[src/rtl/btkt_pkg.sv]
// ----------------------------------------------------------------------------
// btkt_pkg - shared types and constants of the block TEA key transform
// Field widths, register codes, queue word layout, back-end states and the
// round count table.
// ----------------------------------------------------------------------------
package btkt_pkg;

    localparam int DATA_W      = 32;
    localparam int LEN_W       = 4;
    localparam int ROUNDS_W    = 6;
    localparam int CFG_IDX_W   = 3;
    localparam int QUEUE_DEPTH = 2;

    localparam logic [DATA_W-1:0] TEA_DELTA   = 32'h9E37_79B9;
    localparam logic [DATA_W-1:0] SEED0_RESET = 32'hFBA7_FB42;
    localparam logic [DATA_W-1:0] SEED1_RESET = 32'h0032_092B;
    localparam logic [DATA_W-1:0] SEED2_RESET = 32'hC2BE_1B5E;
    localparam logic [DATA_W-1:0] SEED3_RESET = 32'h1645_82DB;
    localparam logic [LEN_W-1:0]  BLOCK_WORDS_RESET = 4'd4;
    localparam logic [LEN_W-1:0]  CHAIN_LEN   = 4'd4;

    typedef logic [3:0][DATA_W-1:0] key_t;

    typedef enum logic [CFG_IDX_W-1:0] {
        CFG_SEED0       = 3'd0,
        CFG_SEED1       = 3'd1,
        CFG_SEED2       = 3'd2,
        CFG_SEED3       = 3'd3,
        CFG_BLOCK_WORDS = 3'd4,
        CFG_CHAIN_MODE  = 3'd5
    } cfg_reg_t;

    // one classified input word on its way to the back end
    typedef struct packed {
        logic [DATA_W-1:0] data;
        logic [LEN_W-1:0]  pos;
        logic              reload;
        logic              done;
        logic [LEN_W-1:0]  len;
    } queue_word_t;

    typedef enum logic [1:0] {
        BK_LOAD,
        BK_RUN,
        BK_EMIT
    } back_state_t;

    // 52/n + 6 for the legal block lengths
    function automatic logic [ROUNDS_W-1:0] rounds_for(input logic [LEN_W-1:0] len);
        logic [ROUNDS_W-1:0] r;
        unique case (len)
            4'd2:    r = 6'd32;
            4'd3:    r = 6'd23;
            4'd4:    r = 6'd19;
            4'd5:    r = 6'd16;
            4'd6:    r = 6'd14;
            4'd7:    r = 6'd13;
            4'd8:    r = 6'd12;
            4'd9:    r = 6'd11;
            4'd10:   r = 6'd11;
            4'd11:   r = 6'd10;
            4'd12:   r = 6'd10;
            4'd13:   r = 6'd10;
            4'd14:   r = 6'd9;
            4'd15:   r = 6'd9;
            default: r = 6'd32;
        endcase
        return r;
    endfunction

endpackage

[src/rtl/btkt_front.sv]
// ----------------------------------------------------------------------------
// btkt_front - input side of the block TEA key transform
// Counts loaded words, tags the first and completing word of each block and
// pushes classified words into the queue.
// ----------------------------------------------------------------------------
module btkt_front
    import btkt_pkg::*;
#(
    parameter int MAX_WORDS = 8
)
(
    input  logic                clk,
    input  logic                rst_n,
    input  logic                in_valid,
    output logic                in_stall,
    input  logic [DATA_W-1:0]   data_word,
    input  logic                reload_key,
    input  logic [LEN_W-1:0]    block_words,
    input  logic                q_full,
    output logic                q_push,
    output queue_word_t         q_word
);

    localparam int LEN_MAX = (MAX_WORDS < 15) ? MAX_WORDS : 15;

    logic [LEN_W-1:0] loaded_count_reg;
    logic [LEN_W-1:0] loaded_count_next;
    logic [LEN_W-1:0] eff_len;
    logic [LEN_W:0]   count_inc;
    logic             done;

    always_comb
    begin
        priority if (block_words < 4'd2)
            eff_len = 4'd2;
        else if (block_words > LEN_W'(LEN_MAX))
            eff_len = LEN_W'(LEN_MAX);
        else
            eff_len = block_words;
    end

    assign count_inc = {1'b0, loaded_count_reg} + 5'd1;
    assign done      = (count_inc >= {1'b0, eff_len});
    assign in_stall  = q_full;
    assign q_push    = in_valid && !q_full;

    always_comb
    begin
        q_word.data   = data_word;
        q_word.pos    = loaded_count_reg;
        q_word.reload = (loaded_count_reg == '0) && reload_key;
        q_word.done   = done;
        q_word.len    = eff_len;
    end

    always_comb
    begin
        loaded_count_next = loaded_count_reg;
        if (q_push)
            loaded_count_next = done ? '0 : count_inc[LEN_W-1:0];
    end

    always_ff @(posedge clk or negedge rst_n)
    begin
        if (!rst_n)
            loaded_count_reg <= '0;
        else
            loaded_count_reg <= loaded_count_next;
    end

endmodule

[src/rtl/btkt_queue.sv]
// ----------------------------------------------------------------------------
// btkt_queue - short queue between front and back end
// Two-entry FIFO of classified words.
// ----------------------------------------------------------------------------
module btkt_queue
    import btkt_pkg::*;
(
    input  logic         clk,
    input  logic         rst_n,
    input  logic         push,
    input  queue_word_t  push_word,
    output logic         full,
    input  logic         pop,
    output logic         avail,
    output queue_word_t  pop_word
);

    localparam int PTR_W = $clog2(QUEUE_DEPTH);
    localparam int CNT_W = $clog2(QUEUE_DEPTH + 1);

    queue_word_t        entry_reg [QUEUE_DEPTH];
    logic [PTR_W-1:0]   wr_ptr_reg;
    logic [PTR_W-1:0]   rd_ptr_reg;
    logic [CNT_W-1:0]   count_reg;
    logic [PTR_W-1:0]   wr_ptr_next;
    logic [PTR_W-1:0]   rd_ptr_next;
    logic [CNT_W-1:0]   count_next;

    assign full     = (count_reg == CNT_W'(QUEUE_DEPTH));
    assign avail    = (count_reg != '0);
    assign pop_word = entry_reg[rd_ptr_reg];

    always_comb
    begin
        wr_ptr_next = wr_ptr_reg;
        rd_ptr_next = rd_ptr_reg;
        count_next  = count_reg;
        if (push)
            wr_ptr_next = (wr_ptr_reg == PTR_W'(QUEUE_DEPTH - 1)) ? '0 : wr_ptr_reg + 1'b1;
        if (pop)
            rd_ptr_next = (rd_ptr_reg == PTR_W'(QUEUE_DEPTH - 1)) ? '0 : rd_ptr_reg + 1'b1;
        if (push && !pop)
            count_next = count_reg + 1'b1;
        else if (pop && !push)
            count_next = count_reg - 1'b1;
    end

    always_ff @(posedge clk or negedge rst_n)
    begin
        if (!rst_n)
        begin
            wr_ptr_reg <= '0;
            rd_ptr_reg <= '0;
            count_reg  <= '0;
        end
        else
        begin
            wr_ptr_reg <= wr_ptr_next;
            rd_ptr_reg <= rd_ptr_next;
            count_reg  <= count_next;
        end
    end

    always_ff @(posedge clk)
    begin
        if (push)
            entry_reg[wr_ptr_reg] <= push_word;
    end

endmodule

[src/rtl/btkt_back.sv]
// ----------------------------------------------------------------------------
// btkt_back - transform engine of the block TEA key transform
// Loads queued words into a rotating block buffer, runs the rounds with one
// mix unit, one word update per cycle, then streams the result words out.
// ----------------------------------------------------------------------------
module btkt_back
    import btkt_pkg::*;
#(
    parameter int MAX_WORDS = 8
)
(
    input  logic                clk,
    input  logic                rst_n,
    input  logic                q_avail,
    input  queue_word_t         q_word,
    output logic                q_pop,
    input  key_t                seed_key,
    input  logic                chain_mode,
    output logic                out_valid,
    input  logic                out_stall,
    output logic [DATA_W-1:0]   result_word,
    output logic                last_word
);

    localparam int LEN_MAX   = (MAX_WORDS < 15) ? MAX_WORDS : 15;
    localparam int BUF_DEPTH = (LEN_MAX < 4) ? 4 : LEN_MAX;
    localparam int IDX_W     = $clog2(BUF_DEPTH);

    back_state_t          state_reg;
    back_state_t          state_next;
    logic [DATA_W-1:0]    buf_reg [BUF_DEPTH];
    key_t                 key_reg;
    logic [DATA_W-1:0]    sum_reg;
    logic [DATA_W-1:0]    prev_reg;
    logic [LEN_W-1:0]     pos_reg;
    logic [ROUNDS_W-1:0]  rounds_reg;
    logic [LEN_W-1:0]     len_reg;

    logic                 load_en;
    logic                 run_en;
    logic                 emit_en;
    logic                 shift_en;
    logic                 step_last;
    logic                 round_last;
    logic                 pos_last;
    logic [1:0]           key_idx;
    logic [DATA_W-1:0]    mix;
    logic [DATA_W-1:0]    upd;
    logic [DATA_W-1:0]    ins;
    logic [LEN_W-1:0]     q_len_m1;

    assign pos_last   = (pos_reg == len_reg - 1'b1);
    assign step_last  = pos_last;
    assign round_last = (rounds_reg == ROUNDS_W'(1));
    assign q_len_m1   = q_word.len - 1'b1;

    assign key_idx = sum_reg[3:2] ^ pos_reg[1:0];
    assign mix     = (sum_reg + key_reg[key_idx])
                   ^ (prev_reg + ((prev_reg << 4) ^ (prev_reg >> 5)));
    assign upd     = buf_reg[0] + mix;

    always_comb
    begin
        state_next = state_reg;
        unique case (state_reg)
            BK_LOAD:
                if (q_avail && q_word.done)
                    state_next = BK_RUN;
            BK_RUN:
                if (step_last && round_last)
                    state_next = BK_EMIT;
            BK_EMIT:
                if (!out_stall && pos_last)
                    state_next = BK_LOAD;
            default:
                state_next = BK_LOAD;
        endcase
    end

    always_comb
    begin
        q_pop     = 1'b0;
        out_valid = 1'b0;
        load_en   = 1'b0;
        run_en    = 1'b0;
        emit_en   = 1'b0;
        unique case (state_reg)
            BK_LOAD:
            begin
                q_pop   = q_avail;
                load_en = q_avail;
            end
            BK_RUN:
                run_en = 1'b1;
            BK_EMIT:
            begin
                out_valid = 1'b1;
                emit_en   = !out_stall;
            end
            default:
            begin
                q_pop = 1'b0;
            end
        endcase
    end

    assign shift_en    = run_en || emit_en;
    assign ins         = run_en ? upd : buf_reg[0];
    assign result_word = buf_reg[0];
    assign last_word   = pos_last;

    always_ff @(posedge clk or negedge rst_n)
    begin
        if (!rst_n)
        begin
            state_reg  <= BK_LOAD;
            key_reg    <= {SEED3_RESET, SEED2_RESET, SEED1_RESET, SEED0_RESET};
            pos_reg    <= '0;
            rounds_reg <= '0;
            len_reg    <= BLOCK_WORDS_RESET;
        end
        else
        begin
            state_reg <= state_next;
            if (load_en)
            begin
                if (q_word.reload)
                    key_reg <= seed_key;
                if (q_word.done)
                begin
                    pos_reg    <= '0;
                    len_reg    <= q_word.len;
                    rounds_reg <= rounds_for(q_word.len);
                end
            end
            else if (run_en)
            begin
                if (step_last)
                begin
                    pos_reg    <= '0;
                    rounds_reg <= rounds_reg - 1'b1;
                end
                else
                    pos_reg <= pos_reg + 1'b1;
            end
            else if (emit_en)
            begin
                pos_reg <= pos_reg + 1'b1;
                // buffer is rotated by three here: word 3 sits at the head
                if (pos_last && chain_mode && (len_reg == CHAIN_LEN))
                    key_reg <= {buf_reg[0], buf_reg[3], buf_reg[2], buf_reg[1]};
            end
        end
    end

    always_ff @(posedge clk)
    begin
        if (load_en)
        begin
            buf_reg[q_word.pos[IDX_W-1:0]] <= q_word.data;
            if (q_word.done)
            begin
                sum_reg  <= TEA_DELTA;
                prev_reg <= (q_word.pos == q_len_m1) ? q_word.data
                                                     : buf_reg[q_len_m1[IDX_W-1:0]];
            end
        end
        if (run_en)
        begin
            prev_reg <= upd;
            if (step_last)
                sum_reg <= sum_reg + TEA_DELTA;
        end
        if (shift_en)
        begin
            for (int i = 0; i < BUF_DEPTH; i++)
            begin
                if (i == int'(len_reg) - 1)
                    buf_reg[i] <= ins;
                else if (i < int'(len_reg) - 1)
                    buf_reg[i] <= buf_reg[(i + 1) % BUF_DEPTH];
            end
        end
    end

endmodule

[src/rtl/block_tea_key_transform.sv]
// ----------------------------------------------------------------------------
// block_tea_key_transform - word-serial Block-TEA style transform
// Top level: configuration registers, front end, queue and transform engine.
// ----------------------------------------------------------------------------
// A block of n words (n = block_words clamped to 2..MAX_WORDS) is taken one
// word per cycle; the front end keeps accepting while a queue slot is free.
// Once the last word is in, the engine runs (52/n + 6) rounds of n word
// updates through a single mix-and-add unit, one update per cycle, then
// offers the n result words one per cycle while out_stall is low, last_word
// marking the final one. The shared update unit bounds the throughput.
// reload_key on the first word of a block copies the seed key into the
// working key; in chain mode a four-word result becomes the next working
// key. Seed writes take effect on reload only.
module block_tea_key_transform
    import btkt_pkg::*;
#(
    parameter int MAX_WORDS = 8
)
(
    input  logic                  clk,
    input  logic                  rst_n,
    input  logic                  cfg_write,
    input  logic [CFG_IDX_W-1:0]  cfg_index,
    input  logic [DATA_W-1:0]     cfg_data,
    input  logic                  in_valid,
    output logic                  in_stall,
    input  logic [DATA_W-1:0]     data_word,
    input  logic                  reload_key,
    output logic                  out_valid,
    input  logic                  out_stall,
    output logic [DATA_W-1:0]     result_word,
    output logic                  last_word
);

    key_t              seed_key_reg;
    logic [LEN_W-1:0]  block_words_reg;
    logic              chain_mode_reg;

    logic              q_push;
    logic              q_full;
    logic              q_pop;
    logic              q_avail;
    queue_word_t       push_word;
    queue_word_t       pop_word;

    always_ff @(posedge clk or negedge rst_n)
    begin
        if (!rst_n)
        begin
            seed_key_reg    <= {SEED3_RESET, SEED2_RESET, SEED1_RESET, SEED0_RESET};
            block_words_reg <= BLOCK_WORDS_RESET;
            chain_mode_reg  <= 1'b0;
        end
        else if (cfg_write)
        begin
            unique case (cfg_index)
                CFG_SEED0:       seed_key_reg[0] <= cfg_data;
                CFG_SEED1:       seed_key_reg[1] <= cfg_data;
                CFG_SEED2:       seed_key_reg[2] <= cfg_data;
                CFG_SEED3:       seed_key_reg[3] <= cfg_data;
                CFG_BLOCK_WORDS: block_words_reg <= cfg_data[LEN_W-1:0];
                CFG_CHAIN_MODE:  chain_mode_reg  <= cfg_data[0];
                default:         chain_mode_reg  <= chain_mode_reg;
            endcase
        end
    end

    btkt_front #(
        .MAX_WORDS (MAX_WORDS)
    ) u_front (
        .clk         (clk),
        .rst_n       (rst_n),
        .in_valid    (in_valid),
        .in_stall    (in_stall),
        .data_word   (data_word),
        .reload_key  (reload_key),
        .block_words (block_words_reg),
        .q_full      (q_full),
        .q_push      (q_push),
        .q_word      (push_word)
    );

    btkt_queue u_queue (
        .clk       (clk),
        .rst_n     (rst_n),
        .push      (q_push),
        .push_word (push_word),
        .full      (q_full),
        .pop       (q_pop),
        .avail     (q_avail),
        .pop_word  (pop_word)
    );

    btkt_back #(
        .MAX_WORDS (MAX_WORDS)
    ) u_back (
        .clk         (clk),
        .rst_n       (rst_n),
        .q_avail     (q_avail),
        .q_word      (pop_word),
        .q_pop       (q_pop),
        .seed_key    (seed_key_reg),
        .chain_mode  (chain_mode_reg),
        .out_valid   (out_valid),
        .out_stall   (out_stall),
        .result_word (result_word),
        .last_word   (last_word)
    );

    a_last_ends_block: assert property (@(posedge clk) disable iff (!rst_n)
        out_valid && !out_stall && last_word |=> !out_valid)
        else $error("result stream continued past the last word");

    a_done_starts_run: assert property (@(posedge clk) disable iff (!rst_n)
        q_pop && pop_word.done |=> !q_pop && !out_valid)
        else $error("engine did not start the transform after the completing word");

    a_no_pop_while_emit: assert property (@(posedge clk) disable iff (!rst_n)
        out_valid |-> !q_pop)
        else $error("queue popped while results are pending");

    a_push_fills_queue: assert property (@(posedge clk) disable iff (!rst_n)
        q_push && !q_avail |=> q_avail)
        else $error("accepted word lost on its way into the queue");

endmodule

[config.mk]
export PLATFORM = sky130hd
export DESIGN_NAME = block_tea_key_transform
export DESIGN_NICKNAME = d
export VERILOG_FILES = /design/src/rtl/btkt_pkg.sv /design/src/rtl/btkt_front.sv /design/src/rtl/btkt_queue.sv /design/src/rtl/btkt_back.sv /design/src/rtl/block_tea_key_transform.sv
export SDC_FILE = /design/constraint.sdc
export NUM_CORES = 2
export LEC_CHECK = 0
export BUFFER_PORTS_ARGS = -buffer_cell sky130_fd_sc_hd__buf_4
export CAP_MARGIN = 25
export CORE_MARGIN = 1.5
export CORE_UTILIZATION = 45
export CTS_CLUSTER_SIZE = 10
export DETAILED_ROUTE_END_ITERATION = 8
export GPL_ROUTABILITY_DRIVEN = 0
export PLACE_DENSITY = 0.7
export SYNTH_ARGS = -nofsm -noshare
export SYNTH_HDL_FRONTEND = slang
export SYNTH_SLANG_ARGS = --single-unit
[constraint.sdc]
create_clock -name clk -period 6.6 [get_ports clk]
set_clock_uncertainty 0.1 [all_clocks]
set_input_delay 1.32 -clock clk [delete_from_list [all_inputs] [get_ports clk]]
set_output_delay 1.32 -clock clk [all_outputs]
set_load 0.01 [all_outputs]
# Word level (Yosys, flattened, before mapping)
# Memory sizes are Yosys's and may differ from the RTL's.
# Cells that the tools add are included.
# totals
register_bits,349
ram_bits,340
rom_bits,96
in_bits,73
wordCells,235
mem_count,3
# classes
n_addsub,14
magnitude_cmp,12
n_eq_ne,25
mux,111
n_bitwise,11
reduce_logical,39
# mem_list
memory,words,width,rd,rd_clocked_by_memory_dff,wr,line,text
u_back.buf_reg,8,32,9,0,8,btkt_back.sv:31,logic [DATA_W-1:0] buf_reg [BUF_DEPTH];
(no name shown),16,6,1,0,0,btkt_pkg.sv:51,unique case (len)
u_queue.entry_reg,2,42,1,0,1,btkt_queue.sv:21,queue_word_t entry_reg [QUEUE_DEPTH];
# ops
op,n
two-way mux 128 bit,5
two-way mux 32 bit,19
"equality test 4 x 32 -> 1 bit, first input constant",4
"< comparator 4 x 32 -> 1 bit, first input constant",4
adder 32 bit,3
two-way mux 1 bit,67
binary-select mux 32 bit (select 2 bit),1
"equality test 3 x 32 -> 1 bit, first input constant",2
"< comparator 3 x 32 -> 1 bit, first input constant",2
"adder 32 bit, second input constant",1
"equality test 2 x 32 -> 1 bit, first input constant",1
zero test 32 bit,1
"< comparator 1 x 32 -> 1 bit, first input constant",1
"< comparator 2 x 32 -> 1 bit, first input constant",1
two-way mux 4 bit,8
OR reduction 32 bit,1
bitwise XOR 32 x 27 -> 32 bit,1
bitwise XOR 32 bit,1
two-way mux 6 bit,4
AND reduction 2 bit,9
nonzero test 2 bit,7
two-way mux 2 bit,5
logical AND 1 bit,9
equality test 4 bit,2
other kinds (33),53

# Longest topological paths before layout
# logic_depth
depth_word,9
ltp_mapped,27

# Cells and area by module
# Synthesis repeated with hierarchy kept, for this count alone.
# unflattened
cells_unflattened,3541
hier_area_um2,39877.0
# by_module_without_submodules
module,instances,cells_each,area_each_um2,seq_area_each_um2
btkt_back,1,3029,30550.6,12971.2
block_tea_key_transform,1,286,5255.0,3407.0
btkt_queue,1,147,3422.0,2622.5
btkt_front,1,79,649.4,100.1

# Worst setup path after synthesis
# No wires, ideal clock.
# synth_path
kind,register -> register
startpoint,reg u_back.pos_reg[0]
endpoint,mem u_back.buf_reg[1][31] (data pin)
setup_ps,279
t_arrival_ps,6080
slack_ps,141
stages_incl_launch_ff,27
n_path_buf,1
synth_period_minus_slack_ps,6459
cell_sequence,dfrtp_1 -> xor2_1 -> clkbuf_1 -> mux4_2 -> ha_1 -> inv_1 -> fa_1 -> nor2b_1 -> o21ai_0 -> a21boi_0 -> o31ai_1 -> a21oi_1 -> a21o_1 -> a21oi_1 -> xnor2_1 -> xnor2_1 -> ha_1 -> and3_4 -> a221o_1 -> a21oi_2 -> o21a_1 -> o22a_2 -> o31ai_2 -> xnor2_1 -> xnor3_2 -> mux2i_4 -> o221ai_1
# synth_lines
element,line,text
start: declaration,btkt_back.sv:35,logic [LEN_W-1:0] pos_reg;
start signal: assignment,btkt_back.sv:144,pos_reg <= pos_reg + 1'b1;
start signal: assignment,btkt_back.sv:148,pos_reg <= pos_reg + 1'b1;
end: declaration,btkt_back.sv:31,

==> flow_metrics.py <==
metrics = {
    "final_layout": {
        "nFillCells": 7389,
        "area_growth_pct": 12.74,
        "instances_no_fill": 4706,
        "multi_input_area_sq_um": 18920,
        "final_cell_mix": "nand2_1, edfxtp_1, o21ai_0, buf_4, mux2i_1",
        "largest_reg_flops": 256,
        "nets": 3701,
        "regArea_sq_um": 19100,
        "final_area_sq_um": 43680,
        "antennaDiodeCount": 0,
        "layout_commonest_cell": "nand2_1",
        "drive_gt1_frac": 0.2187,
    },
    "drt": {
        "viasPerCell": 6.363,
        "first_pass_iters": 6,
        "wl_per_cell_um": 25.98,
        "drtAntennaViolNets": 0,
        "drtIter0Drc": 3904,
        "drt_wl_total_um": 122300,
        "num_vias": 29940,
        "remaining_drc_errors": 0,
    },
    "floorplan": {
        "die_y_um": 296.4,
        "dieArea_sq_um": 87860,
        "initial_utilization": 0.4543,
        "die_w_um": 296.4,
        "core_area_sq_um": 85280,
        "num_io_pins": 108,
        "rows": 107,
    },
    "sta": {
        "worstMarginPinSlew_ps": 1123,
        "drv_slew": 0,
        "setup_violations": 0,
        "setup_ws_ps": 286.7,
        "fin_crit_ps": 6313,
        "finalCritPeriodShare": 0.9566,
        "hold_viol_final": 0,
        "maxSlewHeadroom": 0.2510,
        "clock.fmax_mhz": 158.4,
    },
    "global_routing": {
        "antenna_found_initial": 10,
        "grt_pass1_vias": 28110,
        "grt_pass1_wl_um": 181600,
        "grt_max_degree": 165,
        "grt_overflow": 0,
        "track_usage": 0.2757,
    },
    "outcome": {
        "status": "completed",
    },
    "logic_synthesis": {
        "yosysTopAreaCell": "edfxtp_1",
        "synth_flop_cell": "edfxtp_1",
        "synthTopCellsByArea": "edfxtp_1, dfrtp_1, dfstp_2",
        "synth-edff-count": 372,
        "syn_nets": 3615,
        "ys_types": 94,
        "synthArstFlopShare": 0.4136,
        "netlist.area_leader.share": 0.2883,
        "synth-seq-cells": 689,
        "ys.warnings.count": 0,
        "yosysSeqAreaShare": 0.4930,
        "avgSynthCellArea_sq_um": 11.32,
        "synth_cells": 3422,
        "syn_area_sq_um": 38740,
    },
    "clock_network": {
        "root_buffer": "clkbuf_16",
        "clk_pin_slew_worst_paths_ps": 60,
        "cts.sinks": 689,
        "cts_hold_buf": 0,
        "cts_buffer_depth": 3,
        "clkLatencyLatePin_ps": 650,
        "numCtsBuffers": 80,
        "htree_num_levels": 3,
        "cts_tree": "built",
    },
    "worst_setup_path": {
        "cp-end-kind": "flip-flop",
        "cp_slowest_cell": "mux4_2",
        "required_ps": 6850,
        "crit_type": "flip-flop to flip-flop",
        "critical_path.top_delay_family": "compound AO/OA/AOI/OAI gates",
        "critPathLaunchType": "flip-flop",
        "path_buf_inv": 2,
        "arrival_ps": 6570,
        "critical_path.max_stage_delay_ps": 500,
        "crit_fanout": 7,
    },
    "run": {
        "drv_cap": 0,
    },
    "placement": {
        "hpwlAfterDp_um": 86710,
        "place_ws_ps": 79.66,
        "placed_cell_area_sq_um": 41270,
        "dp_cells": 4567,
        "io_buffers": 107,
    },
    "min_path": {
        "hold_class": "flip-flop to flip-flop",
    },
}
-- worst paths after layout --
| path | startpoint | end | slack, ps | depth (start not counted) |
|---|---|---|---|---|
| worst max-delay path | u_back.pos_reg[0] | u_back.buf_reg[1][29] | 290 | 25 |
| worst min register to register | u_back.key_reg[90] | u_back.key_reg[90] | 380 | 2 |
| max in group asynchronous | rst_n | u_back.key_reg[120] | 4350 | 2 |
| min in group asynchronous | rst_n | u_queue.wr_ptr_reg | 590 | 1 |
| worst max register to register | u_back.pos_reg[0] | u_back.buf_reg[1][29] | 290 | 25 |
| worst min-delay path | u_back.key_reg[90] | u_back.key_reg[90] | 380 | 2 |
-- Yosys cell counts, types with 98 or more instances --
cell type / count
dfrtp_1: 159
a21oi_1: 175
mux2_2: 161
nand2_1: 393
clkbuf_1: 156
xnor2_1: 99
o221ai_1: 98
ha_1: 117
nor2_1: 150
mux2i_1: 183
dfstp_2: 126
o21ai_0: 368
edfxtp_1: 372
-- cell families (layout without fill, tap and decap cells) --
group	count (synthesis)	count (layout)	share of synthesized area
AND/OR/NAND/NOR	726	726	0.08313
XOR/XNOR	158	158	0.03649
AO/OA/AOI/OAI	1020	1020	0.1688
adder cells (fa/ha/maj)	120	120	0.03934
buffers and inverters	265	405	0.02723
multiplexers	444	444	0.1520
flip-flops	689	689	0.4930
-- worst reg2reg max path, cell delays in order, from the launching register on --
cell and delay, ps:
dfrtp_1 450, xor2_4 250, buf_4 170, mux4_2 500
ha_1 340, nor2b_1 150, o21ai_1 180, a21boi_0 140
o31ai_1 240, buf_4 190, a21oi_2 100, nand2b_1 130
nand2_1 70, xnor2_1 240, xnor2_1 130, ha_1 370
a211oi_1 270, nor2_1 100, o41ai_2 290, o22ai_2 150
o211ai_1 270, a211oi_1 130, o22ai_1 190, xor2_1 370
and2_1 380, o31ai_1 130
-- per-stage QoR --
step	TNS [ps]	hold WS, ps	utilization
3_5_place_dp	0	367.1	0.4839
6_report	0	376.2	0.5122
2_1_floorplan	0	343.0	-
5_1_grt	-15.95	397.3	0.5122
3_3_place_gp	0	356.3	0.4836
4_1_cts	0	379.6	0.5115
-- timing repair --
action / in CTS / in global routing
gates resized for setup: 0 / 10
setup buffers: 0 / 2
endpoints found under the setup margin: 0 / 98
-- cell type report --
type	instances	share of cell area
multi-input combinational	2468	0.4332
inverter	58	0.004984
clock buffer	126	0.05047
sequential	689	0.4374
timing repair buffer	211	0.03787
clock inverter	10	0.003352
tap	1144	0.03277
-- routing by layer --
metal | share of wire | GRT usage | vias up
met5 | 0.00047 | 0 | -
met3 | 0.12 | 0.05641 | 223
met1 | 0.42 | 0.4070 | 14820
met4 | 0.026 | 0.08113 | 10
li1 | - | - | 13120
met2 | 0.44 | 0.4080 | 1770
Power is left out: the tool's default activity adds up to more than one toggle a clock period on the data nets, which glitch-free logic cannot reach.
